$ cat src/hdl/drbd_pkg.sv
package drbd_pkg;

  // Field widths
  localparam int VALUE_W    = 24;
  localparam int CLASS_W    = 8;
  localparam int PIX_W      = 12;
  localparam int SCALE_W    = 16;
  localparam int THR_W      = 13;
  localparam int LEN_W      = 7;
  localparam int PROD_W     = VALUE_W + SCALE_W + 1;
  localparam int ADDR_W     = 5;
  localparam int DATA_W     = 32;

  // Normalized boxes scale by image size in Q.12
  localparam int NORM_SHIFT  = 12;
  localparam int BOX_VALUES  = 4;
  localparam int MIN_ROW_LEN = 5;

  // Register reset values
  localparam logic [PIX_W-1:0]   RST_IMAGE_WIDTH  = 12'd640;
  localparam logic [PIX_W-1:0]   RST_IMAGE_HEIGHT = 12'd640;
  localparam logic [SCALE_W-1:0] RST_SCALE_X      = 16'd4096;
  localparam logic [SCALE_W-1:0] RST_SCALE_Y      = 16'd4096;
  localparam logic [THR_W-1:0]   RST_THRESHOLD    = 13'd3072;
  localparam logic [LEN_W-1:0]   RST_ROW_LENGTH   = 7'd5;

  typedef enum logic [2:0] {
    REG_IMAGE_WIDTH  = 3'd0,
    REG_IMAGE_HEIGHT = 3'd1,
    REG_SCALE_X      = 3'd2,
    REG_SCALE_Y      = 3'd3,
    REG_THRESHOLD    = 3'd4,
    REG_ROW_LENGTH   = 3'd5
  } reg_idx_t;

  typedef struct packed {
    logic [PIX_W-1:0]   image_width;
    logic [PIX_W-1:0]   image_height;
    logic [SCALE_W-1:0] scale_x;
    logic [SCALE_W-1:0] scale_y;
    logic [THR_W-1:0]   score_threshold;
    logic [LEN_W-1:0]   row_length;
  } cfg_t;

  // Finished row that passed the threshold
  typedef struct packed {
    logic signed [VALUE_W-1:0] cx;
    logic signed [VALUE_W-1:0] cy;
    logic signed [VALUE_W-1:0] w;
    logic signed [VALUE_W-1:0] h;
    logic signed [VALUE_W-1:0] best_score;
    logic signed [CLASS_W-1:0] best_class;
  } row_res_t;

  // Scaled box, products before the final shift
  typedef struct packed {
    logic signed [PROD_W-1:0]  pcx;
    logic signed [PROD_W-1:0]  pcy;
    logic signed [PROD_W-1:0]  pw;
    logic signed [PROD_W-1:0]  ph;
    logic                      norm;
    logic signed [VALUE_W-1:0] best_score;
    logic signed [CLASS_W-1:0] best_class;
  } prod_t;

endpackage

$ cat src/hdl/drbd_cfg.sv
module drbd_cfg import drbd_pkg::*; (
  input  logic              clk,
  input  logic              rst_n,
  input  logic              psel,
  input  logic              penable,
  input  logic              pwrite,
  input  logic [ADDR_W-1:0] paddr,
  input  logic [DATA_W-1:0] pwdata,
  output logic [DATA_W-1:0] prdata,
  output logic              pready,
  output cfg_t              cfg
);

  cfg_t     cfg_r;
  reg_idx_t idx;
  logic     wr_en;

  assign idx    = reg_idx_t'(paddr[ADDR_W-1:2]);
  assign wr_en  = psel && penable && pwrite;
  assign pready = 1'b1;
  assign cfg    = cfg_r;

  always_ff @(posedge clk) begin
    if (!rst_n) begin
      cfg_r.image_width     <= RST_IMAGE_WIDTH;
      cfg_r.image_height    <= RST_IMAGE_HEIGHT;
      cfg_r.scale_x         <= RST_SCALE_X;
      cfg_r.scale_y         <= RST_SCALE_Y;
      cfg_r.score_threshold <= RST_THRESHOLD;
      cfg_r.row_length      <= RST_ROW_LENGTH;
    end else if (wr_en) begin
      unique case (idx)
        REG_IMAGE_WIDTH:  cfg_r.image_width     <= pwdata[PIX_W-1:0];
        REG_IMAGE_HEIGHT: cfg_r.image_height    <= pwdata[PIX_W-1:0];
        REG_SCALE_X:      cfg_r.scale_x         <= pwdata[SCALE_W-1:0];
        REG_SCALE_Y:      cfg_r.scale_y         <= pwdata[SCALE_W-1:0];
        REG_THRESHOLD:    cfg_r.score_threshold <= pwdata[THR_W-1:0];
        REG_ROW_LENGTH:   cfg_r.row_length      <= pwdata[LEN_W-1:0];
        default: ;
      endcase
    end
  end

  always_comb begin
    unique case (idx)
      REG_IMAGE_WIDTH:  prdata = DATA_W'(cfg_r.image_width);
      REG_IMAGE_HEIGHT: prdata = DATA_W'(cfg_r.image_height);
      REG_SCALE_X:      prdata = DATA_W'(cfg_r.scale_x);
      REG_SCALE_Y:      prdata = DATA_W'(cfg_r.scale_y);
      REG_THRESHOLD:    prdata = DATA_W'(cfg_r.score_threshold);
      REG_ROW_LENGTH:   prdata = DATA_W'(cfg_r.row_length);
      default:          prdata = '0;
    endcase
  end

endmodule

$ cat config.mk
export PLATFORM = sky130hd
export DESIGN_NAME = drbd_cfg
export DESIGN_NICKNAME = d
export VERILOG_FILES = /design/src/hdl/drbd_pkg.sv /design/src/hdl/drbd_cfg.sv
export SDC_FILE = /design/constraint.sdc
export NUM_CORES = 1
export LEC_CHECK = 0
export ABC_AREA = 1
export BUFFER_PORTS_ARGS = -buffer_cell sky130_fd_sc_hd__buf_2
export CAP_MARGIN = 5
export CORE_UTILIZATION = 40
export DETAILED_ROUTE_END_ITERATION = 6
export GPL_TIMING_DRIVEN = 0
export PLACE_DENSITY = 0.67
export SLEW_MARGIN = 10
export SYNTH_ARGS = -nofsm -noshare
export SYNTH_HDL_FRONTEND = slang
export SYNTH_SLANG_ARGS = --single-unit
$ cat constraint.sdc
create_clock -name clk -period 3.9 [get_ports clk]
set_input_delay 0.78 -clock clk [delete_from_list [all_inputs] [get_ports clk]]
set_output_delay 0.78 -clock clk [all_outputs]
set_load 0.02 [all_outputs]
==> impl_metrics.toml <==
[setup_path]
crit_family = "buffers and inverters"
ff2ff_setup_slack_ns = 3.26
crit_fanout = 10
cpMostUsedCell = "nand2_1"
required_ns = 3.12
slowest_stage = "buf_1"
crit_type = "input pin to primary output"
arrival_ns = 1.95
crit_path_start_kind = "input pin"
worst_setup_path_end_kind = "primary output"
cp.buffers_inverters = 3
path_cells = "buf_6 > buf_1 > nand4_1 > nand2_1 > nor2_1 > nand2_1 > buf_2"
slowest_delay_ns = 0.42

[synth]
ys_warn_count = 0
ys_ff_latch = 76
avgSynthCellArea_um2 = 6.489
synth_cells = 627
yosysTopAreaCell = "dfxtp_1"
synth_top_area_frac = 0.3739
netlist_area_mm2 = 0.004069
seq_area_frac_synth = 0.3739
yosysUniqueCellTypes = 23
ys_top_cells_by_area = "dfxtp_1, nand2_1, nor2_1"

[grt]
grt_pass1_wl_um = 19950
grt_max_degree = 12
grt-ovfl-total = 0
grt_pass1_vias = 3896
track_usage = 0.2563
grt_antenna_before_repair = 0

[floorplan]
die_h_um = 102.9
ios = 151
dieArea_mm2 = 0.01058
die_w_um = 102.9
row_count = 36
coreArea_mm2 = 0.009819
initial_utilization = 0.4144

[place]
placed_area_mm2 = 0.004847
portBuffers = 111
dp_hpwl_um = 10190
gp_congestion = 0.9225

[power]
internal_power_mw = 1.131
p_seq_frac = 0.501
powerDensity_mw_per_mm2 = 315.4
leakagePower_nw = 2.611
p_sw_frac = 0.2861
p_sw_mw = 0.4531
p_comb_frac = 0.145
clockPowerShare = 0.354
peakVddDrop_mv = 0.1483

[timing]
tightest_slew_ns = 0.6557
final-hold-violation-count = 0
min_period_ns = 2.726
hold_ws_ns = 0.4880
fmaxAchievable_ghz = 0.3669
finalSetupViolCount = 0
finalMaxSlewViolations = 0
period_share = 0.6989
max-slew-margin-rel = 0.5628
fin_worst_skew_ns = 0
setup_tns_ns = 0
rsz0062_at_grt = "no"

[drt]
dr.pass1.iters = 7
wl_um = 13160
final_antenna_net_count = 0
routed_via_density = 4.831
route.detailed.drc = 0
drtIter0Drc = 233
vias = 4348
avgRoutedWirePerCell_um = 14.62

[layout]
nFillCells = 1059
nets = 806
fin_area_mm2 = 0.005022
mostFrequentLayoutCell = "nand2_1"
n_antenna_cell = 0
final_cell_mix = "nand2_1, nor2_1, buf_2"
area_delta_synth_final_pct = 23.43
largest_reg_flops = 76
drive_above_1_share = 0.2451

[clock_tree]
cts_max_level = 3
cts_setup_buffers = 0
clock_latency_ns = 0.35
postCtsHoldBufs = 0
cts_num_sinks = 76
cts_buffer_depth = 2
root_buffer = "clkbuf_8"
cts_resized = 0
cts_buffers = 9
clkTransAtPathRegs_ns = 0.07
cts_tree = "built"

[job]
drv_cap = 0

[run_status]
status = "finished, final reports clean"

[min_path]
hold_path.class = "flop to flop"
==> per-stage QoR <==
stage / power, mW / util / setup slack, ns / instances
after global placement: 1.036 / 0.4936 / 1.223 / 886
after floorplan: 0.9706 / - / 1.466 / 642
after CTS: 1.589 / 0.5115 / 1.196 / 900
final: 1.584 / 0.5115 / 1.174 / 900
after detailed placement: 1.038 / 0.4936 / 1.197 / 886
after global routing: 1.643 / 0.5115 / 1.075 / 900
==> power groups by stage <==
stage	registers, mW	clock network (mW)	logic, mW
after CTS	0.794	0.568	0.227
after global routing	0.795	0.598	0.250
after global placement	0.812	0	0.224
final	0.794	0.561	0.229
after detailed placement	0.812	0	0.226
after floorplan	0.823	0	0.148
==> cell type report <==
type / instances / area, um^2 / share of cell area
plain buffers: 56 / 381.6 / 0.07598
clock buffers: 12 / 165.2 / 0.03288
clock inverters: 2 / 10.01 / 0.001993
inverters: 42 / 165.2 / 0.03288
multi-input cells: 468 / 2057 / 0.4096
flip-flops and latches: 76 / 1521 / 0.3029
well taps: 133 / 166.4 / 0.03313
repair buffers: 111 / 555.5 / 0.1106
==> path summary, 6_finish.rpt <==
path                            startpoint          to  cells past startpoint
worst max-delay path              paddr[2]  prdata[10]                      7
worst min-delay path               cfg[18]     cfg[18]                      2
worst max register to register      cfg[0]      cfg[0]                      2
worst min register to register     cfg[18]     cfg[18]                      2
==> cell families after synthesis <==
group / share of synthesized area
flip-flops: 0.3739
AND/OR/NAND/NOR: 0.4825
buffers and inverters: 0.1344
other: 0.001846
AO/OA/AOI/OAI: 0.007380
==> synthesized netlist by cell type (all sizes together) <==
master / instances
nor2: 174
nand3: 74
conb: 2
inv: 42
clkbuf: 5
dfxtp: 76
a21oi: 2
o21ai: 4
buf: 51
nand4: 26
nand2: 171
==> tightest hold or removal path, stage by stage (launching register included) <==
cell	delay (ns)
dfxtp_1	0.32
nand2_1	0.06
nand3_1	0.05
==> layer usage <==
metal / routed length [um] / GRT usage / part of all wire
met1: 5858 / 0.3353 / 0.45
met2: 6066 / 0.4226 / 0.46
met3: 988 / 0.05153 / 0.075
met4: 243 / 0.08451 / 0.018
met5: 0 / 0 / 0
(Power assumes the default switching activity.)
