**src/hdl/drbd_pkg.sv**
```systemverilog
package drbd_pkg;

  // Field widths
  localparam int VALUE_W    = 24;
  localparam int CLASS_W    = 8;
  localparam int PIX_W      = 12;
  localparam int SCALE_W    = 16;
  localparam int THR_W      = 13;
  localparam int LEN_W      = 7;
  localparam int PROD_W     = VALUE_W + SCALE_W + 1;
  localparam int ADDR_W     = 5;
  localparam int DATA_W     = 32;

  // Normalized boxes scale by image size in Q.12
  localparam int NORM_SHIFT  = 12;
  localparam int BOX_VALUES  = 4;
  localparam int MIN_ROW_LEN = 5;

  // Register reset values
  localparam logic [PIX_W-1:0]   RST_IMAGE_WIDTH  = 12'd640;
  localparam logic [PIX_W-1:0]   RST_IMAGE_HEIGHT = 12'd640;
  localparam logic [SCALE_W-1:0] RST_SCALE_X      = 16'd4096;
  localparam logic [SCALE_W-1:0] RST_SCALE_Y      = 16'd4096;
  localparam logic [THR_W-1:0]   RST_THRESHOLD    = 13'd3072;
  localparam logic [LEN_W-1:0]   RST_ROW_LENGTH   = 7'd5;

  typedef enum logic [2:0] {
    REG_IMAGE_WIDTH  = 3'd0,
    REG_IMAGE_HEIGHT = 3'd1,
    REG_SCALE_X      = 3'd2,
    REG_SCALE_Y      = 3'd3,
    REG_THRESHOLD    = 3'd4,
    REG_ROW_LENGTH   = 3'd5
  } reg_idx_t;

  typedef struct packed {
    logic [PIX_W-1:0]   image_width;
    logic [PIX_W-1:0]   image_height;
    logic [SCALE_W-1:0] scale_x;
    logic [SCALE_W-1:0] scale_y;
    logic [THR_W-1:0]   score_threshold;
    logic [LEN_W-1:0]   row_length;
  } cfg_t;

  // Finished row that passed the threshold
  typedef struct packed {
    logic signed [VALUE_W-1:0] cx;
    logic signed [VALUE_W-1:0] cy;
    logic signed [VALUE_W-1:0] w;
    logic signed [VALUE_W-1:0] h;
    logic signed [VALUE_W-1:0] best_score;
    logic signed [CLASS_W-1:0] best_class;
  } row_res_t;

  // Scaled box, products before the final shift
  typedef struct packed {
    logic signed [PROD_W-1:0]  pcx;
    logic signed [PROD_W-1:0]  pcy;
    logic signed [PROD_W-1:0]  pw;
    logic signed [PROD_W-1:0]  ph;
    logic                      norm;
    logic signed [VALUE_W-1:0] best_score;
    logic signed [CLASS_W-1:0] best_class;
  } prod_t;

endpackage

```
**src/hdl/drbd_scale.sv**
```systemverilog
module drbd_scale import drbd_pkg::*; #(
  parameter int FRACTION_BITS = 12
) (
  input  logic     clk,
  input  logic     rst_n,
  input  logic     row_valid,
  output logic     row_ready,
  input  row_res_t row_data,
  input  cfg_t     cfg,
  output logic     prod_valid,
  input  logic     prod_ready,
  output prod_t    prod_data
);

  localparam logic signed [VALUE_W-1:0] ONE = VALUE_W'(1 << FRACTION_BITS);

  logic                norm;
  logic [SCALE_W-1:0]  mx, my;
  logic                prod_valid_r;
  prod_t               prod_data_r;
  logic                load;

  assign row_ready  = !prod_valid_r || prod_ready;
  assign load       = row_valid && row_ready;
  assign prod_valid = prod_valid_r;
  assign prod_data  = prod_data_r;

  // normalized box: every coordinate at most 1.0
  always_comb begin
    norm = (row_data.cx <= ONE) && (row_data.cy <= ONE) &&
           (row_data.w <= ONE) && (row_data.h <= ONE);
    mx   = norm ? SCALE_W'(cfg.image_width)  : cfg.scale_x;
    my   = norm ? SCALE_W'(cfg.image_height) : cfg.scale_y;
  end

  always_ff @(posedge clk) begin
    if (!rst_n) begin
      prod_valid_r <= 1'b0;
    end else if (load) begin
      prod_valid_r <= 1'b1;
    end else if (prod_ready) begin
      prod_valid_r <= 1'b0;
    end
  end

  always_ff @(posedge clk) begin
    if (load) begin
      prod_data_r.pcx        <= row_data.cx * $signed({1'b0, mx});
      prod_data_r.pcy        <= row_data.cy * $signed({1'b0, my});
      prod_data_r.pw         <= row_data.w  * $signed({1'b0, mx});
      prod_data_r.ph         <= row_data.h  * $signed({1'b0, my});
      prod_data_r.norm       <= norm;
      prod_data_r.best_score <= row_data.best_score;
      prod_data_r.best_class <= row_data.best_class;
    end
  end

endmodule

```
**config.mk**
```make
export PLATFORM = sky130hd
export DESIGN_NAME = drbd_scale
export DESIGN_NICKNAME = d
export VERILOG_FILES = /design/src/hdl/drbd_pkg.sv /design/src/hdl/drbd_scale.sv
export SDC_FILE = /design/constraint.sdc
export NUM_CORES = 2
export LEC_CHECK = 0
export BUFFER_PORTS_ARGS = -buffer_cell sky130_fd_sc_hd__buf_2
export CAP_MARGIN = 20
export CELL_PAD_IN_SITES_DETAIL_PLACEMENT = 1
export CELL_PAD_IN_SITES_GLOBAL_PLACEMENT = 2
export CORE_ASPECT_RATIO = 1.4
export CORE_MARGIN = 5
export CORE_UTILIZATION = 44
export CTS_BUF_LIST = sky130_fd_sc_hd__clkbuf_4 sky130_fd_sc_hd__clkbuf_8
export DETAILED_ROUTE_END_ITERATION = 12
export PLACE_DENSITY = 0.95
export SLEW_MARGIN = 20
export SYNTH_ARGS = -nofsm -noshare
export SYNTH_HDL_FRONTEND = slang
export SYNTH_SLANG_ARGS = --single-unit
```
**constraint.sdc**
```tcl
create_clock -name clk -period 19.3 [get_ports clk]
set_input_delay 0.965 -clock clk [delete_from_list [all_inputs] [get_ports clk]]
set_output_delay 0.965 -clock clk [all_outputs]
set_load 0.03 [all_outputs]
```
==> flow_summary.json <==
{
  "clkLatencyLatePin_ps": 720,
  "finalCritPeriodShare": 0.564,
  "final_cells": 8858,
  "nets": 9040,
  "synth-adder-area-share": 0.560,
  "die_h_um": 457,
  "holdWs_ps": 437,
  "setup_viol": 0,
  "wire_per_inst_um": 20.5,
  "slew_violations": 0,
  "gp_congestion": 0.838,
  "yosysUniqueCellTypes": 74,
  "synth_top_family_by_area": "adder cells",
  "r2r-start": "prod_valid$_SDFFE_PN0P_",
  "post_cts_resize_count": 0,
  "die_x_um": 330,
  "rr_worst_depth": 4,
  "syn_inst": 6776,
  "slowest_delay_ps": 790,
  "synth_simple_gate_area_share": 0.148,
  "hold_buffers": 0,
  "min_to": "prod_data[15]$_DFFE_PP_",
  "clkTransAtPathRegs_ps": 180,
  "place_inst": 8810,
  "synth_xor_area_frac": 0.0214,
  "clockBufferDepth": 2,
  "routed_wl_mm": 181,
  "grt_max_degree": 125,
  "cts_setup_buffers": 0,
  "via_per_inst": 5.26,
  "vias": 46600,
  "tightest_slew_ps": 1080,
  "grt_overflow": 0,
  "cts_max_level": 4,
  "root_buffer": "clkbuf_8",
  "die-area_um2": 151000,
  "path_class": "input port to flip-flop",
  "start_util": 0.442,
  "register_area_um2": 5940,
  "area_growth_pct": 6.29,
  "start_kind": "input port",
  "synth_area_um2": 62900,
  "ys_warn_count": 0,
  "hold_class": "input port to flip-flop",
  "synth_fp_nets": 8896,
  "fin_util": 0.469,
  "synth_edf_count": 197,
  "row_count": 164,
  "skew_ps": 49.3,
  "cts_made_buffers": 17,
  "worstPathArrival_ps": 11380,
  "synth_ff_type": "edfxtp_1",
  "async_flop_share": 0,
  "first_global_vias": 54800,
  "period_needed_ps": 10880,
  "dpl.hpwl_mm": 142,
  "port_buffers": 386,
  "dr.pass1.iters": 7,
  "synth_seq_cells": 198,
  "cp_max_fo": 124,
  "end_kind": "flip-flop",
  "synth_area_leader_cell": "fa_1",
  "drive_gt1_frac": 0.0713,
  "avgSynthCellArea_um2": 9.28,
  "fmax_mhz": 91.9,
  "synth_top_area_share": 0.480,
  "grt_usage": 0.248,
  "whs_path_depth": 1,
  "synth_compound_area_frac": 0.0429,
  "ant_nets": 0,
  "seq_area_frac_synth": 0.0944,
  "fillers": 16700,
  "hold_viol": 0,
  "io_pins": 407,
  "hold_start": "row_data[15]",
  "drv_cap": 0,
  "grt_antenna_before_repair": 30,
  "reg2reg_slack_ps": 16580,
  "drt_iter0_drc": 2243,
  "cp_slowest_cell": "buf_4",
  "fp.coreArea_um2": 142000,
  "multi_input_area_um2": 48800,
  "synth_mux_area_frac": 0.000955,
  "synthTopCellsByArea": "fa_1, inv_1, edfxtp_1",
  "cp_common_cell": "fa_1",
  "rsz0062_at_grt": "no",
  "synth_common_cells": "inv_1, fa_1, nand2_1",
  "setup-tns-final_ps": 0,
  "maxSlewHeadroom": 0.283,
  "status": "completed",
  "required_ps": 19800,
  "clock_sinks": 198,
  "cts_tree": "yes",
  "drc": 0,
  "synth.most_common_cell": "inv_1",
  "grt_pass1_wl_mm": 292,
  "worstReg2RegEnd": "prod_data[109]$_DFFE_PP_"
}
[logic make-up after synthesis]
group / after synthesis
buf+inv: 2180
simple gates: 1926
fa+ha+maj: 1912
compound gates: 400
flops: 198
xor+xnor: 154
mux: 6
[metrics by stage]
step	instance area, µm²	worst slack [ps]
final	66800	8420
after global routing	66800	8120
after CTS	66800	8630
after detailed placement	66400	7790
after global placement	66400	8050
after floorplan	62900	11050
[registers in the layout (all words and copies together), names as in the netlist]
name and count:
prod_data 197, prod_valid 1
[critical path, delay by kind of cell]
kind / cells / cell delay, ps
adder cells (fa/ha/maj): 7 / 3530
buffers and inverters: 8 / 2590
AO/OA/AOI/OAI: 5 / 1850
AND/OR/NAND/NOR: 8 / 1800
multiplexers: 1 / 320
XOR/XNOR: 1 / 140
[per-layer routing]
layer  vias to the layer above  track usage  routed length [µm]
li1                      20100            -                   -
met1                     24800        0.296               69500
met2                      1249        0.453               95800
met3                       418       0.0324                8670
met4                        16       0.0951                7320
met5                         -            0                 106
[cell usage in the layout, fill, tap and decap left out, types with 22 or more instances in the layout]
cell	Yosys	final
inv_1	1883	1883
fa_1	1508	1508
nand2_1	1008	1000
ha_1	404	404
buf_2	68	386
and3_1	256	256
nor2b_1	248	248
edfxtp_1	197	197
and2_1	126	122
xnor2_1	122	122
a21oi_1	115	115
nor2_1	72	72
o21ai_0	61	61
a21o_1	53	53
nand2b_1	43	43
nand3_1	40	40
and2b_1	34	34
nor3_1	34	34
buf_4	0	34
xor2_1	32	32
o21a_1	24	24
nor4_1	23	23
a211oi_1	22	22
[final cells by class]
type / instances / share of cell area
Multi-Input combinational cell: 4398 / 0.730
Inverter: 1884 / 0.106
Sequential cell: 198 / 0.0888
Tap cell: 1909 / 0.0357
Timing Repair Buffer: 421 / 0.0330
Clock buffer: 19 / 0.00372
Clock inverter: 13 / 0.00212
Antenna cell: 16 / 0.000599
[worst max path at each step]
stage                                          end  cells past startpoint         start  slack, ps
after CTS                 prod_data[155]$_DFFE_PP_                     30  row_data[37]       8630
after floorplan           prod_data[114]$_DFFE_PP_                     29  row_data[64]      11050
after global routing       prod_data[71]$_DFFE_PP_                     30  row_data[43]       8120
after detailed placement  prod_data[155]$_DFFE_PP_                     30  row_data[37]       7790
after global placement    prod_data[155]$_DFFE_PP_                     30  row_data[43]       8050
final                     prod_data[155]$_DFFE_PP_                     30  row_data[42]       8420
Power is left out: the tool's default activity adds up to more than one toggle a clock period on the data nets, which glitch-free logic cannot reach.
