<file path="config.mk">
export PLATFORM = sky130hd
export DESIGN_NAME = drbd_axis
export DESIGN_NICKNAME = d
export VERILOG_FILES = /design/src/hdl/drbd_pkg.sv /design/src/hdl/drbd_axis.sv
export SDC_FILE = /design/constraint.sdc
export NUM_CORES = 1
export LEC_CHECK = 0
export ABC_CLOCK_PERIOD_IN_PS = 8400
export CORE_AREA = 2 2 144 146
export CTS_CLUSTER_SIZE = 24
export DETAILED_ROUTE_END_ITERATION = 10
export DIE_AREA = 0 0 146 148
export DONT_BUFFER_PORTS = 1
export GPL_ROUTABILITY_DRIVEN = 0
export PLACE_DENSITY = 0.71
export RECOVER_POWER = 100
export REMOVE_ABC_BUFFERS = 1
export SYNTH_ARGS = -nofsm -noshare
export SYNTH_HDL_FRONTEND = slang
export SYNTH_SLANG_ARGS = --single-unit
</file>
<file path="constraint.sdc">
create_clock -name clk -period 8.4 [get_ports clk]
set_input_delay 0.84 -clock clk [delete_from_list [all_inputs] [get_ports clk]]
set_output_delay 0.84 -clock clk [all_outputs]
set_load 0.05 [all_outputs]
</file>
<file path="src/hdl/drbd_pkg.sv">
package drbd_pkg;

  // Field widths
  localparam int VALUE_W    = 24;
  localparam int CLASS_W    = 8;
  localparam int PIX_W      = 12;
  localparam int SCALE_W    = 16;
  localparam int THR_W      = 13;
  localparam int LEN_W      = 7;
  localparam int PROD_W     = VALUE_W + SCALE_W + 1;
  localparam int ADDR_W     = 5;
  localparam int DATA_W     = 32;

  // Normalized boxes scale by image size in Q.12
  localparam int NORM_SHIFT  = 12;
  localparam int BOX_VALUES  = 4;
  localparam int MIN_ROW_LEN = 5;

  // Register reset values
  localparam logic [PIX_W-1:0]   RST_IMAGE_WIDTH  = 12'd640;
  localparam logic [PIX_W-1:0]   RST_IMAGE_HEIGHT = 12'd640;
  localparam logic [SCALE_W-1:0] RST_SCALE_X      = 16'd4096;
  localparam logic [SCALE_W-1:0] RST_SCALE_Y      = 16'd4096;
  localparam logic [THR_W-1:0]   RST_THRESHOLD    = 13'd3072;
  localparam logic [LEN_W-1:0]   RST_ROW_LENGTH   = 7'd5;

  typedef enum logic [2:0] {
    REG_IMAGE_WIDTH  = 3'd0,
    REG_IMAGE_HEIGHT = 3'd1,
    REG_SCALE_X      = 3'd2,
    REG_SCALE_Y      = 3'd3,
    REG_THRESHOLD    = 3'd4,
    REG_ROW_LENGTH   = 3'd5
  } reg_idx_t;

  typedef struct packed {
    logic [PIX_W-1:0]   image_width;
    logic [PIX_W-1:0]   image_height;
    logic [SCALE_W-1:0] scale_x;
    logic [SCALE_W-1:0] scale_y;
    logic [THR_W-1:0]   score_threshold;
    logic [LEN_W-1:0]   row_length;
  } cfg_t;

  // Finished row that passed the threshold
  typedef struct packed {
    logic signed [VALUE_W-1:0] cx;
    logic signed [VALUE_W-1:0] cy;
    logic signed [VALUE_W-1:0] w;
    logic signed [VALUE_W-1:0] h;
    logic signed [VALUE_W-1:0] best_score;
    logic signed [CLASS_W-1:0] best_class;
  } row_res_t;

  // Scaled box, products before the final shift
  typedef struct packed {
    logic signed [PROD_W-1:0]  pcx;
    logic signed [PROD_W-1:0]  pcy;
    logic signed [PROD_W-1:0]  pw;
    logic signed [PROD_W-1:0]  ph;
    logic                      norm;
    logic signed [VALUE_W-1:0] best_score;
    logic signed [CLASS_W-1:0] best_class;
  } prod_t;

endpackage

</file>
<file path="src/hdl/drbd_axis.sv">
module drbd_axis import drbd_pkg::*; #(
  parameter int FRACTION_BITS = 12
) (
  input  logic                     clk,
  input  logic                     load,
  input  logic                     norm,
  input  logic signed [PROD_W-1:0] p_c,
  input  logic signed [PROD_W-1:0] p_s,
  input  logic [PIX_W-1:0]         limit,
  output logic [PIX_W-1:0]         box_edge,
  output logic [PIX_W-1:0]         box_size
);

  localparam int X_W    = PROD_W + NORM_SHIFT;
  localparam int NUM_W  = X_W + 2;
  localparam int K_E    = FRACTION_BITS + 13;
  localparam int K_S    = FRACTION_BITS + 12;
  localparam int EDGE_W = NUM_W - K_E;
  localparam int SIZE_W = X_W - K_S;

  logic signed [X_W-1:0]    xc, xs, xs_adj;
  logic signed [NUM_W-1:0]  num, num_adj;
  logic signed [EDGE_W-1:0] q_e, q_e_r;
  logic signed [SIZE_W-1:0] q_s, q_s_r, size_c;
  logic [PIX_W-1:0]         lim_m1, edge_c;
  logic [PIX_W:0]           rem;

  // shift then divide, truncating toward zero
  always_comb begin
    xc      = norm ? (X_W'(p_c) <<< NORM_SHIFT) : X_W'(p_c);
    xs      = norm ? (X_W'(p_s) <<< NORM_SHIFT) : X_W'(p_s);
    num     = (NUM_W'(xc) <<< 1) - NUM_W'(xs);
    num_adj = num + (num[NUM_W-1] ? $signed({{(NUM_W-K_E){1'b0}}, {K_E{1'b1}}}) : '0);
    xs_adj  = xs + (xs[X_W-1] ? $signed({{(X_W-K_S){1'b0}}, {K_S{1'b1}}}) : '0);
    q_e     = EDGE_W'(num_adj >>> K_E);
    q_s     = SIZE_W'(xs_adj >>> K_S);
  end

  always_ff @(posedge clk) begin
    if (load) begin
      q_e_r <= q_e;
      q_s_r <= q_s;
    end
  end

  // clamp edge to [0, limit-1], then size to [1, limit-edge]
  always_comb begin
    lim_m1 = (limit == '0) ? '0 : limit - PIX_W'(1);
    if (q_e_r < 0) begin
      edge_c = '0;
    end else if (q_e_r > $signed(EDGE_W'({1'b0, lim_m1}))) begin
      edge_c = lim_m1;
    end else begin
      edge_c = q_e_r[PIX_W-1:0];
    end
    rem = {1'b0, limit} - {1'b0, edge_c};
    if (q_s_r > $signed(SIZE_W'(rem))) begin
      size_c = $signed(SIZE_W'(rem));
    end else begin
      size_c = q_s_r;
    end
    if (size_c < $signed(SIZE_W'(1))) begin
      size_c = $signed(SIZE_W'(1));
    end
    box_edge = edge_c;
    box_size = size_c[PIX_W-1:0];
  end

endmodule

</file>
==> flow_summary.rst <==
.. list-table::
   :header-rows: 1

   * - Metric
     - Value
   * - Peak fanout along the critical path
     - 6
   * - Number of synthesized register bits
     - 59
   * - Synthesized cell area
     - 10700 µm²
   * - Largest stage delay on the critical path
     - 0.54 ns
   * - Count of different cell masters after synthesis
     - 84
   * - Number of clock sinks
     - between 50 and 60
   * - Async set or reset register ratio after synthesis
     - 0
   * - Highest attainable clock frequency
     - 0.117 GHz
   * - Endpoint class of the critical path
     - output pin
   * - Top cell by count, worst path
     - o21a_1
   * - Cell with the biggest individual delay on the critical path
     - or4_4
   * - Static Leak
     - ~4.8 nW
   * - Commonest cells post-synth
     - nand2_1 (144), ha_1 (137), a21oi_1 (119)
   * - Number of nets in the layout
     - between 1500 and 2000
   * - Via density
     - 6.46
   * - Most frequently used cell type in the post-synthesis netlist
     - nand2_1
   * - Ratio of final minimum period to clock period
     - 1.02
   * - Area share of the leading cell type in the synthesized netlist
     - 0.166
   * - Area contributors post-synth
     - edfxtp_1 (17%), ha_1 (16%), a21oi_1 (5.6%)
   * - Total vias in the final route
     - 10600
   * - Clock H-tree levels
     - 3
   * - I/O pin total
     - 121
   * - Port bufs
     - 0
   * - Die Outline Area
     - 21600 µm²
   * - Number of non-filler instances in the completed layout
     - 1647
   * - Sequential element share of the synthesized area
     - 0.166
   * - Core Region
     - about 20000 µm²
   * - Post-DP HPWL
     - between 20000 and 30000 µm
   * - Layout Area Growth over Synthesis
     - 9.89%
   * - Detailed Routing Iterations Pass 1
     - 5
   * - Top flip-flop cell by instance count after synthesis
     - edfxtp_1
   * - Data arrival time of the worst path
     - 7.69 ns
   * - Worst voltage drop across the vdd grid
     - 0.0690 mV
   * - Number of endpoints failing setup at the final stage
     - 12
   * - Routed len/inst
     - 20.8 µm
   * - Terminating pin of the worst hold path
     - q_e_r[9]
   * - Synthesized instance count
     - about 1300
   * - CTS Buf Count
     - 9
   * - Max-slew violation count
     - 6
   * - Count of final hold-check violations
     - 0
   * - Required @ worst endpoint
     - 7.56 ns
   * - CTS Root Buffer Type
     - clkbuf_16
   * - Post-synthesis average cell area
     - 7.91 µm²
   * - Largest area contributor in the synthesized netlist
     - edfxtp_1
   * - Starting density of the core
     - 0.532
   * - Critical Path Source Type
     - input pin
   * - Setup repair after global routing missed its margin
     - true
   * - TritonCTS clock tree
     - built
   * - Violations in the final reports
     - capacitance limit, slew limit, setup timing
   * - Clock tree buffer depth
     - 2
   * - Clk pin slew, worst setup/hold paths
     - 0.05 ns
   * - Antenna viol nets, final
     - 0
   * - Worst hold path startpoint
     - load
   * - Total wirelength of the detailed-routed design
     - roughly 34000 µm
   * - Placed instance count
     - 1618
   * - Global-route wire length before repair
     - ~53000 µm
   * - Count of hold-fix buffers inserted at cts
     - 0
   * - Initial antenna violation count
     - 5
   * - Cell Rows
     - 52
   * - Number of enable-type register cells in the synthesized netlist
     - 59
   * - Total power
     - 2.03 mW
   * - Via count of the first global-routing pass
     - slightly below 10000
   * - Synthesis Warnings
     - 0
   * - Minimum clock period after layout
     - ~8.5 ns
   * - Reported max-cap violation count
     - 1
   * - Transition time of the tightest slew-check pin
     - 1.60 ns
   * - Slack of the critical path
     - -0.127 ns
   * - Run status
     - finished, violations left
   * - Congestion Overflow GR
     - 0
   * - All-Layer GR Usage
     - 0.306
   * - DRC violation total after the first TritonRoute iteration
     - 971
   * - Fraction of layout cells with a size suffix above 1
     - 0.106
   * - Width of the die
     - 146 µm
   * - Critical path class
     - in2out
   * - Worst-case hold slack
     - 0.621 ns
   * - Largest net degree at the start of global routing
     - 110
   * - Hold WC Path Type
     - in2reg
   * - Hold path depth
     - 0
   * - PD cells
     - about 170 nW/µm²
   * - Rel. slew slack
     - -0.0965
   * - Die extent in y
     - around 150 µm
   * - Residual DRC count
     - 0
==> area by class of cell <==
| cell class | count | area [µm²] |
|---|---|---|
| inverters | 67 | 251 |
| clock inverters | 4 | 51.3 |
| well taps | 270 | 338 |
| clock buffers | 12 | 236 |
| multi-input cells | 1181 | 8630 |
| diodes | 9 | 22.5 |
| flip-flops and latches | 59 | 1770 |
| fillers | 1885 | 8330 |
| repair buffers | 45 | 400 |
==> state kept, by name, summed over array words and instances, names as in the netlist <==
| register | count |
|---|---|
| q_e_r | 30 |
| q_s_r | 29 |
==> placed cells by master (no fill, tap or decap), types with 23 or more instances in the layout <==
cell type,n
xnor2_1,56
a21o_1,23
nand4_1,31
edfxtp_1,59
buf_4,33
o21a_1,30
nor2b_1,31
inv_1,67
ha_1,134
a21oi_1,114
mux2_2,31
nor3_1,31
nor2_1,108
o21ai_0,58
xor2_1,50
nand2_1,144
mux2i_1,48
nand3_1,23
==> worst max-delay path, delay by kind of cell <==
family                     cells  cell delay (ns)
muxes                          1             0.16
AOI/OAI and AO/OA             20             3.03
adders and majority gates      4             1.12
buffers and inverters          5             0.71
and+or+nand+nor                8             1.80
==> stage by stage <==
| stage | utilization | setup WS [ns] | TNS [ns] | area, µm² |
|---|---|---|---|---|
| after floorplan | - | -3.08 | -32.29 | 10500 |
| after global placement | 0.558 | -0.0603 | -0.350 | 11200 |
| after detailed placement | 0.558 | -0.285 | -2.79 | 11200 |
| after CTS | 0.575 | 0.00630 | 0 | 11500 |
| after global routing | 0.584 | -0.557 | -6.44 | 11700 |
| final | 0.584 | -0.127 | -0.852 | 11700 |
==> how the worst max path moves through the flow <==
stage,cells after the start,end,startpoint
after global routing,38,box_size[0],limit[5]
after detailed placement,37,box_size[6],limit[5]
after floorplan,34,box_size[2],limit[5]
final,38,box_size[0],limit[5]
after CTS,37,box_size[11],limit[5]
after global placement,37,box_size[2],limit[5]
==> report_power, final <==
group | internal (mW) | switching [mW] | leakage, nW | total [mW]
Clock | 0.229 | 0.123 | 0.137 | 0.352
Combinational | 0.492 | 0.747 | 4.11 | 1.24
Sequential | 0.398 | 0.0350 | 0.577 | 0.433
==> kinds of logic after synthesis <==
group                      after synthesis  synth area share
adders and majority gates              139             0.165
muxes                                   90            0.0894
and+or+nand+nor                        480             0.227
buffers and inverters                  107            0.0396
xor gates and xnor gates               109            0.0896
AOI/OAI and AO/OA                      363             0.224
DFF                                     59             0.166
==> what timing repair did <==
item,4_1_cts,5_1_grt
gates resized for setup,13,35
setup buffers,2,1
pin swaps,4,21
endpoints found under the setup margin,12,12
gates cloned,1,0
==> per-layer routing <==
layer | up-vias | GRT usage | part of all wire
met5 | - | 0 | 0
met4 | 0 | 0.166 | 0.057
met3 | 126 | 0.0546 | 0.082
met2 | 527 | 0.491 | 0.44
met1 | 4925 | 0.393 | 0.42
li1 | 5063 | - | -
(Power assumes the default switching activity.)
