## config.mk

```make
export PLATFORM = sky130hd
export DESIGN_NAME = drbd_row
export DESIGN_NICKNAME = d
export VERILOG_FILES = /design/src/hdl/drbd_pkg.sv /design/src/hdl/drbd_row.sv
export SDC_FILE = /design/constraint.sdc
export NUM_CORES = 1
export LEC_CHECK = 0
export ABC_AREA = 1
export BUFFER_PORTS_ARGS = -buffer_cell sky130_fd_sc_hd__buf_2
export CAP_MARGIN = 20
export CORE_MARGIN = 8
export CORE_UTILIZATION = 49
export DETAILED_ROUTE_END_ITERATION = 10
export PLACE_DENSITY = 0.76
export SLEW_MARGIN = 40
export SYNTH_ARGS = -nofsm -noshare
export SYNTH_HDL_FRONTEND = slang
export SYNTH_SLANG_ARGS = --single-unit
```

## constraint.sdc

```tcl
create_clock -name clk -period 5.3 [get_ports clk]
set_input_delay 0 -clock clk [delete_from_list [all_inputs] [get_ports clk]]
set_output_delay 0 -clock clk [all_outputs]
set_load 0.03 [all_outputs]
```

## src/hdl/drbd_pkg.sv

```systemverilog
package drbd_pkg;

  // Field widths
  localparam int VALUE_W    = 24;
  localparam int CLASS_W    = 8;
  localparam int PIX_W      = 12;
  localparam int SCALE_W    = 16;
  localparam int THR_W      = 13;
  localparam int LEN_W      = 7;
  localparam int PROD_W     = VALUE_W + SCALE_W + 1;
  localparam int ADDR_W     = 5;
  localparam int DATA_W     = 32;

  // Normalized boxes scale by image size in Q.12
  localparam int NORM_SHIFT  = 12;
  localparam int BOX_VALUES  = 4;
  localparam int MIN_ROW_LEN = 5;

  // Register reset values
  localparam logic [PIX_W-1:0]   RST_IMAGE_WIDTH  = 12'd640;
  localparam logic [PIX_W-1:0]   RST_IMAGE_HEIGHT = 12'd640;
  localparam logic [SCALE_W-1:0] RST_SCALE_X      = 16'd4096;
  localparam logic [SCALE_W-1:0] RST_SCALE_Y      = 16'd4096;
  localparam logic [THR_W-1:0]   RST_THRESHOLD    = 13'd3072;
  localparam logic [LEN_W-1:0]   RST_ROW_LENGTH   = 7'd5;

  typedef enum logic [2:0] {
    REG_IMAGE_WIDTH  = 3'd0,
    REG_IMAGE_HEIGHT = 3'd1,
    REG_SCALE_X      = 3'd2,
    REG_SCALE_Y      = 3'd3,
    REG_THRESHOLD    = 3'd4,
    REG_ROW_LENGTH   = 3'd5
  } reg_idx_t;

  typedef struct packed {
    logic [PIX_W-1:0]   image_width;
    logic [PIX_W-1:0]   image_height;
    logic [SCALE_W-1:0] scale_x;
    logic [SCALE_W-1:0] scale_y;
    logic [THR_W-1:0]   score_threshold;
    logic [LEN_W-1:0]   row_length;
  } cfg_t;

  // Finished row that passed the threshold
  typedef struct packed {
    logic signed [VALUE_W-1:0] cx;
    logic signed [VALUE_W-1:0] cy;
    logic signed [VALUE_W-1:0] w;
    logic signed [VALUE_W-1:0] h;
    logic signed [VALUE_W-1:0] best_score;
    logic signed [CLASS_W-1:0] best_class;
  } row_res_t;

  // Scaled box, products before the final shift
  typedef struct packed {
    logic signed [PROD_W-1:0]  pcx;
    logic signed [PROD_W-1:0]  pcy;
    logic signed [PROD_W-1:0]  pw;
    logic signed [PROD_W-1:0]  ph;
    logic                      norm;
    logic signed [VALUE_W-1:0] best_score;
    logic signed [CLASS_W-1:0] best_class;
  } prod_t;

endpackage

```

## src/hdl/drbd_row.sv

```systemverilog
module drbd_row import drbd_pkg::*; #(
  parameter int FRACTION_BITS = 12,
  parameter int MAX_CLASSES   = 80
) (
  input  logic                      clk,
  input  logic                      rst_n,
  input  logic                      in_valid,
  output logic                      in_ready,
  input  logic signed [VALUE_W-1:0] in_value,
  input  cfg_t                      cfg,
  output logic                      row_valid,
  input  logic                      row_ready,
  output row_res_t                  row_data
);

  localparam int MAX_LEN = BOX_VALUES + MAX_CLASSES;
  localparam logic signed [VALUE_W-1:0] NEG_ONE = -VALUE_W'(1 << FRACTION_BITS);

  logic [LEN_W-1:0]          pos_r, pos_nxt;
  logic signed [VALUE_W-1:0] bv_r [BOX_VALUES];
  logic signed [VALUE_W-1:0] best_r, best_nxt;
  logic signed [CLASS_W-1:0] cls_r, cls_nxt;
  logic                      row_valid_r;
  row_res_t                  row_data_r;

  logic [LEN_W-1:0]          len_eff;
  logic                      single, is_box, upd, last_val, emit, accept;
  logic signed [VALUE_W-1:0] fin_score;
  logic signed [CLASS_W-1:0] fin_class;

  assign in_ready  = !row_valid_r || row_ready;
  assign accept    = in_valid && in_ready;
  assign row_valid = row_valid_r;
  assign row_data  = row_data_r;

  always_comb begin
    len_eff = cfg.row_length;
    if (cfg.row_length < LEN_W'(MIN_ROW_LEN)) begin
      len_eff = LEN_W'(MIN_ROW_LEN);
    end else if (int'(cfg.row_length) > MAX_LEN) begin
      len_eff = LEN_W'(MAX_LEN);
    end
    single   = (len_eff == LEN_W'(MIN_ROW_LEN));
    is_box   = (pos_r < LEN_W'(BOX_VALUES));
    upd      = !is_box && !single && (in_value > best_r);
    last_val = !is_box && (({1'b0, pos_r} + (LEN_W+1)'(1)) >= {1'b0, len_eff});

    // single-class row: the score value is the answer, class 0
    if (single) begin
      fin_score = in_value;
      fin_class = '0;
    end else if (upd) begin
      fin_score = in_value;
      fin_class = CLASS_W'(pos_r - LEN_W'(BOX_VALUES));
    end else begin
      fin_score = best_r;
      fin_class = cls_r;
    end
    emit = last_val && !(fin_score < $signed({1'b0, cfg.score_threshold}));

    pos_nxt  = pos_r;
    best_nxt = best_r;
    cls_nxt  = cls_r;
    if (accept) begin
      if (last_val) begin
        pos_nxt  = '0;
        best_nxt = NEG_ONE;
        cls_nxt  = '1;
      end else begin
        pos_nxt = pos_r + LEN_W'(1);
        if (upd) begin
          best_nxt = in_value;
          cls_nxt  = CLASS_W'(pos_r - LEN_W'(BOX_VALUES));
        end
      end
    end
  end

  always_ff @(posedge clk) begin
    if (!rst_n) begin
      pos_r       <= '0;
      best_r      <= NEG_ONE;
      cls_r       <= '1;
      row_valid_r <= 1'b0;
    end else begin
      pos_r  <= pos_nxt;
      best_r <= best_nxt;
      cls_r  <= cls_nxt;
      if (accept && emit) begin
        row_valid_r <= 1'b1;
      end else if (row_ready) begin
        row_valid_r <= 1'b0;
      end
    end
  end

  always_ff @(posedge clk) begin
    if (accept && is_box) begin
      bv_r[pos_r[1:0]] <= in_value;
    end
    if (accept && emit) begin
      row_data_r.cx         <= bv_r[0];
      row_data_r.cy         <= bv_r[1];
      row_data_r.w          <= bv_r[2];
      row_data_r.h          <= bv_r[3];
      row_data_r.best_score <= fin_score;
      row_data_r.best_class <= fin_class;
    end
  end

endmodule

```

==> results_dict.tcl, run 1 <==
set metrics [dict create \
    outcome "finished, final reports clean" \
    synth.distinct_cells 38 \
    antenna_found_initial 0 \
    cp_top_family "simple AND/OR/NAND/NOR gates" \
    layout_min_cycle_time_ns 4.64 \
    cp_data_arrival_time_ns 4.79 \
    syn_nets 984 \
    worstMarginPinSlew_ns 0.739 \
    synth_area_leaders "edfxtp_1, dfxtp_1, nand2_1" \
    clock_latency_ns 0.51 \
    dp_hpwl_mm 15.7 \
    worst-endpoint-required_ns 5.45 \
    p_leak_nw 5.18 \
    synth.top_cell.area_share 0.643 \
    fill_cells 1581 \
    cts_buffer_depth 3 \
    final_nets 1203 \
    wl_per_cell_microns 17.0 \
    place_congestion 0.786 \
    num_vias 6712 \
    whs_ns 0.0434 \
    async_reset_ff_frac 0 \
    root_buffer "clkbuf_16" \
    yosys-top-cells-count "edfxtp_1, nand2_1, inv_1, ha_1, a21oi_1" \
    ant_nets 0 \
    fmax_ghz 0.216 \
    combPwrFrac 0.054 \
    ys.flop_type "edfxtp_1" \
    grt_pass1_vias 6546 \
    period_share 0.875 \
    wl_mm 22.8 \
    hold_viol 0 \
    p_int_mw 3.40 \
    power_density_nw_per_um2 333 \
    drv_cap 0 \
    drc 0 \
    final.setup.tns_ns 0 \
    syn_inst 831 \
    rows 53 \
    cpMostUsedCell "nand2_1" \
    synth-seq-cells 264 \
    drive_gt1_frac 0.244 \
    cts_made_buffers 25 \
    synth_area_sq_um 10500 \
    yosysMostFrequentCell "edfxtp_1" \
    crit_fanout 102 \
    start_util 0.498 \
    rsz0062_at_grt "no" \
    end_kind "flip-flop" \
    cp_num_buf_inv 5 \
    vias_per_cell 5.00 \
    cp_slowest_cell "inv_2" \
    fp.dieH_microns 162 \
    htreeDepth 1 \
    p_switching_mw 0.885 \
    die_w_microns 162 \
    finalSetupViolCount 0 \
    grt_max_degree 103 \
    seq_power_share 0.536 \
    cts_tree "built" \
    avgSynthCellArea_sq_um 12.6 \
    synth_edf_count 224 \
    core_sq_um 21000 \
    swShare 0.207 \
    worstSetupPathType "reg2reg" \
    yosysWarnings 0 \
    drt_iter0_markers 465 \
    ioPinCount 234 \
    max_stage_delay_ns 0.48 \
    dr.pass1.iters 5 \
    io_buffers 177 \
    slew_viol_final 0 \
    max_slew_margin 0.506 \
    clockPowerShare 0.409 \
    antenna_cells 0 \
    holdCritPathClass "in2reg" \
    die_area_sq_um 26300 \
    ys_seq_area_frac 0.719 \
    skew_ns 0.00699 \
    grt_pass1_wl_mm 35.6 \
    clk_pin_slew_ns 0.06 \
    overflow 0 \
    grt.total_usage 0.170 \
    cts.sinks 264 \
    area_growth_pct 23.0 \
    irDropWorstVdd_uv 172 \
    start_kind "flip-flop" \
    yosys.area.top_type "edfxtp_1" \
]
[kinds of logic after synthesis]
group | share of synthesized area
buffers and inverters | 0.0435
adders and majority gates | 0.0586
AOI/OAI and AO/OA | 0.0687
and+or+nand+nor | 0.104
xor gates and xnor gates | 0.00586
DFF | 0.719
[tightest hold or removal path, cell delays in order]
cell and delay, ns:
buf_2 0.07, nand2_1 0.04, buf_4 0.23, nand2_1 0.09
a21oi_1 0.06
[worst paths after layout]
kind	startpoint	cells past startpoint	slack, ns	endpoint
worst min register to register	bv_r[3][16]	0	0.41	row_data[48]
worst max register to register	best_r[23]	27	0.66	row_data[82]
worst min-delay path	in_valid	5	0.04	pos_r[1]
worst max-delay path	best_r[23]	27	0.66	row_data[82]
[stage by stage]
stage	setup WS [ns]	util	total power, mW	instances	instance area (sq um)
2_1_floorplan	0.0135	-	2.46	831	10500
3_3_place_gp	0.793	0.556	2.54	1265	11700
3_5_place_dp	0.684	0.561	2.56	1272	11800
4_1_cts	0.627	0.613	4.32	1343	12900
5_1_grt	0.286	0.613	4.44	1343	12900
6_report	0.660	0.613	4.29	1343	12900
[flip-flops by register name (all words and copies together), names as in the netlist]
name	count
pos_r	7
row_data	128
cls_r	8
best_r	24
bv_r	96
row_valid	1
[what timing repair did]
action	CTS	global route
endpoints found under the hold margin	142	0
hold buffers	26	0
resized for setup	0	0
buffers inserted	0	0
[cells in the final DEF, fill, tap and decap left out, types with 5 or more instances in the layout]
| master | netlist | final |
|---|---|---|
| buf_8 | 0 | 6 |
| nand3_1 | 13 | 13 |
| o21a_1 | 6 | 6 |
| buf_4 | 1 | 6 |
| o21ai_0 | 42 | 42 |
| clkinv_1 | 2 | 5 |
| o21ai_1 | 10 | 10 |
| ha_1 | 49 | 49 |
| o21ai_2 | 10 | 10 |
| inv_1 | 85 | 84 |
| buf_2 | 4 | 177 |
| a21oi_1 | 47 | 47 |
| dlygate4sd3_1 | 0 | 26 |
| nand2_1 | 197 | 197 |
| clkinv_2 | 0 | 6 |
| dfxtp_1 | 40 | 40 |
| xor2_1 | 6 | 6 |
| clkbuf_16 | 0 | 25 |
| nor2_4 | 1 | 5 |
| nor2_1 | 43 | 39 |
| edfxtp_1 | 224 | 224 |
[routing by layer]
metal | wire, microns | up-vias | share of wire | track usage
met5 | 0 | - | 0 | 0
met4 | 412 | 0 | 0.018 | 0.0463
met3 | 1700 | 26 | 0.074 | 0.0354
met2 | 11100 | 216 | 0.48 | 0.289
met1 | 9640 | 3174 | 0.42 | 0.218
li1 | - | 3296 | - | -
[power by group through the flow]
stage | clock (mW) | sequential, mW | combinational (mW)
final | 1.75 | 2.30 | 0.233
after global routing | 1.88 | 2.30 | 0.262
after CTS | 1.78 | 2.30 | 0.233
after detailed placement | 0 | 2.34 | 0.216
after global placement | 0 | 2.34 | 0.197
after floorplan | 0 | 2.34 | 0.123
[layout make-up]
class                      instances  area (sq um)  area share
clock buffer                      28           647      0.0502
tap                              275           344      0.0267
clock inverter                    17           171      0.0133
sequential                       264          7530       0.585
multi-input combinational        452          2520       0.195
timing repair buffer             217          1330       0.103
inverter                          90           342      0.0265
Power figures use the tool's default switching activity.
==> inputs of run 2 (changes only) <==
--- a/config.mk
+++ b/config.mk
@@ -5,13 +5,12 @@
 export SDC_FILE = /design/constraint.sdc
 export NUM_CORES = 1
 export LEC_CHECK = 0
-export ABC_AREA = 1
 export BUFFER_PORTS_ARGS = -buffer_cell sky130_fd_sc_hd__buf_2
 export CAP_MARGIN = 20
 export CORE_MARGIN = 8
-export CORE_UTILIZATION = 49
+export CORE_UTILIZATION = 48
 export DETAILED_ROUTE_END_ITERATION = 10
-export PLACE_DENSITY = 0.76
+export PLACE_DENSITY = 0.75
 export SLEW_MARGIN = 40
 export SYNTH_ARGS = -nofsm -noshare
 export SYNTH_HDL_FRONTEND = slang
==> run 2 against run 1 <==
Effect of this change:
- final cell count shrank 12%
- routed wire length fell by 5.8%
- final area down 2.5%
- hold slack lost 0.015 ns
- non-clock buffer count fell by 1
- count of clock-buffer cells in the layout grew 2
==> results_dict.tcl, run 2 <==
set metrics [dict create \
    slew_viol_final 0 \
    avgSynthCellArea_sq_um 15.2 \
    root_buffer "clkbuf_16" \
    synth_xor_area_frac 0.00605 \
    whs_ns 0.0281 \
    dp_hpwl_mm 15.0 \
    instances_no_fill 1182 \
    yosysWarnings 0 \
    final.setup.tns_ns 0 \
    use_met1 0.201 \
    worst-endpoint-required_ns 5.70 \
    fp.dieH_microns 161 \
    vias_per_cell 5.12 \
    drive_gt1_frac 0.300 \
    syn_inst 667 \
    synth_area_leaders "edfxtp_1, dfxtp_1, ha_1" \
    cts_made_buffers 26 \
    irDropWorstVdd_uv 185 \
    hold_viol 0 \
    r2r_slack_ns 0.34 \
    dpl.cell_count 1107 \
    mostFrequentLayoutCell "edfxtp_1" \
    dpl_cell_area_sq_um 11400 \
    async_reset_ff_frac 0 \
    worstSetupPathType "reg2reg" \
    num_vias 6055 \
    die_w_microns 161 \
    p_int_mw 3.29 \
    fmax_ghz 0.202 \
    grt.total_usage 0.160 \
    p_switching_mw 0.867 \
    wl_per_cell_microns 18.2 \
    worstMarginPinSlew_ns 0.784 \
    p_leak_nw 4.89 \
    ys_seq_area_frac 0.742 \
    drc 0 \
    wl_mm 21.5 \
    io_buffers 177 \
    outcome "finished, final reports clean" \
    use_met3 0.0318 \
    end_kind "flip-flop" \
    ioPinCount 234 \
    synth_mux_area_frac 0.0170 \
    rows 53 \
    cts_buffer_depth 3 \
    synth.distinct_cells 49 \
    fill_cells 1603 \
    start_util 0.485 \
    cts.sinks 264 \
    largest_reg_flops 128 \
    synth_compound_area_frac 0.0694 \
    yosysMostFrequentCell "edfxtp_1" \
    design_area_sq_um 12500 \
    area_growth_pct 23.8 \
    grt_max_degree 55 \
    power_density_nw_per_um2 331 \
    synth_edf_count 224 \
    antenna_found_initial 0 \
    cts_tree "built" \
    layout_min_cycle_time_ns 4.96 \
    p_total_mw 4.16 \
    period_share 0.935 \
    drt_iter0_markers 389 \
    ys.flop_type "edfxtp_1" \
    grt_pass1_wl_mm 33.2 \
    seq_power_share 0.549 \
    yosys.area.top_type "edfxtp_1" \
    grt_pass1_vias 6067 \
    finalSetupViolCount 0 \
    holdCritPathClass "in2reg" \
    final_nets 1042 \
    synth_area_sq_um 10100 \
    synth.top_cell.area_share 0.663 \
    skew_ns 0.0211 \
    synth_top_family_by_area "simple AND/OR/NAND/NOR gates" \
    die_area_sq_um 26000 \
    final_cell_mix "edfxtp_1, buf_2, nand2_1, ha_1, inv_1" \
    max_slew_margin 0.477 \
    yosys.area_share.simple 0.0745 \
    combPwrFrac 0.038 \
    place_congestion 0.808 \
    synth-seq-cells 264 \
    rsz0062_at_grt "no" \
    ant_nets 0 \
    synth_fa_ha_area_frac 0.0605 \
    clock_latency_ns 0.53 \
    syn_nets 820 \
    cp_data_arrival_time_ns 5.35 \
    gr-usage-met2 0.276 \
    start_kind "flip-flop" \
    antenna_cells 0 \
    swShare 0.208 \
    top_usage_layer "met2" \
    core_sq_um 20900 \
    clk_pin_slew_ns 0.06 \
    htreeDepth 1 \
    crit_fanout 24 \
    overflow 0 \
    yosys-top-cells-count "edfxtp_1, nand2_1, ha_1, inv_1, dfxtp_1" \
    clockPowerShare 0.413 \
    dr.pass1.iters 4 \
    drv_cap 0 \
]
-- run 2: stage by stage --
stage          worst slack (ns)  utilization
6_report                  0.344        0.601
5_1_grt                  0.0338        0.601
3_5_place_dp              0.220        0.547
3_3_place_gp              0.231        0.547
2_1_floorplan            -0.199            -
4_1_cts                   0.133        0.599
-- run 2: final timing paths --
kind	to	depth (start not counted)	from
max	row_valid	20	best_r[5]
min	row_data[0]	4	cfg[1]
max reg2reg	row_valid	20	best_r[5]
min reg2reg	row_data[43]	0	bv_r[3][11]
-- run 2: layout make-up --
cell class | count | area [sq um] | area share
inverter | 48 | 180 | 0.0144
multi-input combinational | 333 | 2390 | 0.190
sequential | 264 | 7530 | 0.600
tap | 275 | 344 | 0.0274
clock inverter | 16 | 140 | 0.0112
timing repair buffer | 216 | 1300 | 0.104
clock buffer | 30 | 666 | 0.0530
-- run 2: cell families (layout without fill, tap and decap cells) --
logic type      after synthesis  count (layout)
compound gates              106             106
buf+inv                      70             310
flops                       264             264
mux                          17              17
simple gates                154             154
xor+xnor                      7               7
fa+ha+maj                    49              49
-- run 2: what timing repair did --
action,4_1_cts,5_1_grt
endpoints found under the setup margin,0,113
gates resized for setup,0,3
hold buffers,27,0
endpoints found under the hold margin,149,0
buffers inserted,0,1
-- run 2: power groups by stage --
stage / clock, mW / sequential (mW) / combinational, mW
floorplan: 0 / 2.32 / 0.0717
global placement: 0 / 2.33 / 0.136
detailed placement: 0 / 2.33 / 0.141
CTS: 1.76 / 2.28 / 0.158
global route: 1.83 / 2.28 / 0.175
finish: 1.72 / 2.28 / 0.157
-- run 2: worst max-delay path, cell delays in order (launching register included) --
cell	delay (ns)
dfxtp_1	0.34
inv_1	0.07
ha_1	0.30
a21oi_1	0.18
o21ai_0	0.14
o311a_1	0.37
or4b_4	0.56
nand3b_1	0.18
buf_12	0.19
nand2_1	0.08
o21ai_2	0.07
ha_1	0.26
a21o_1	0.17
a21o_1	0.17
a221oi_1	0.31
nor2_1	0.08
a211oi_1	0.24
inv_1	0.10
a221oi_4	0.29
o22ai_1	0.14
dlygate4sd3_1	0.59
-- run 2: routing by layer --
layer	wire (microns)	vias to the layer above
met5	0	-
met4	342	0
li1	-	2913
met3	1390	26
met2	10800	179
met1	8950	2937
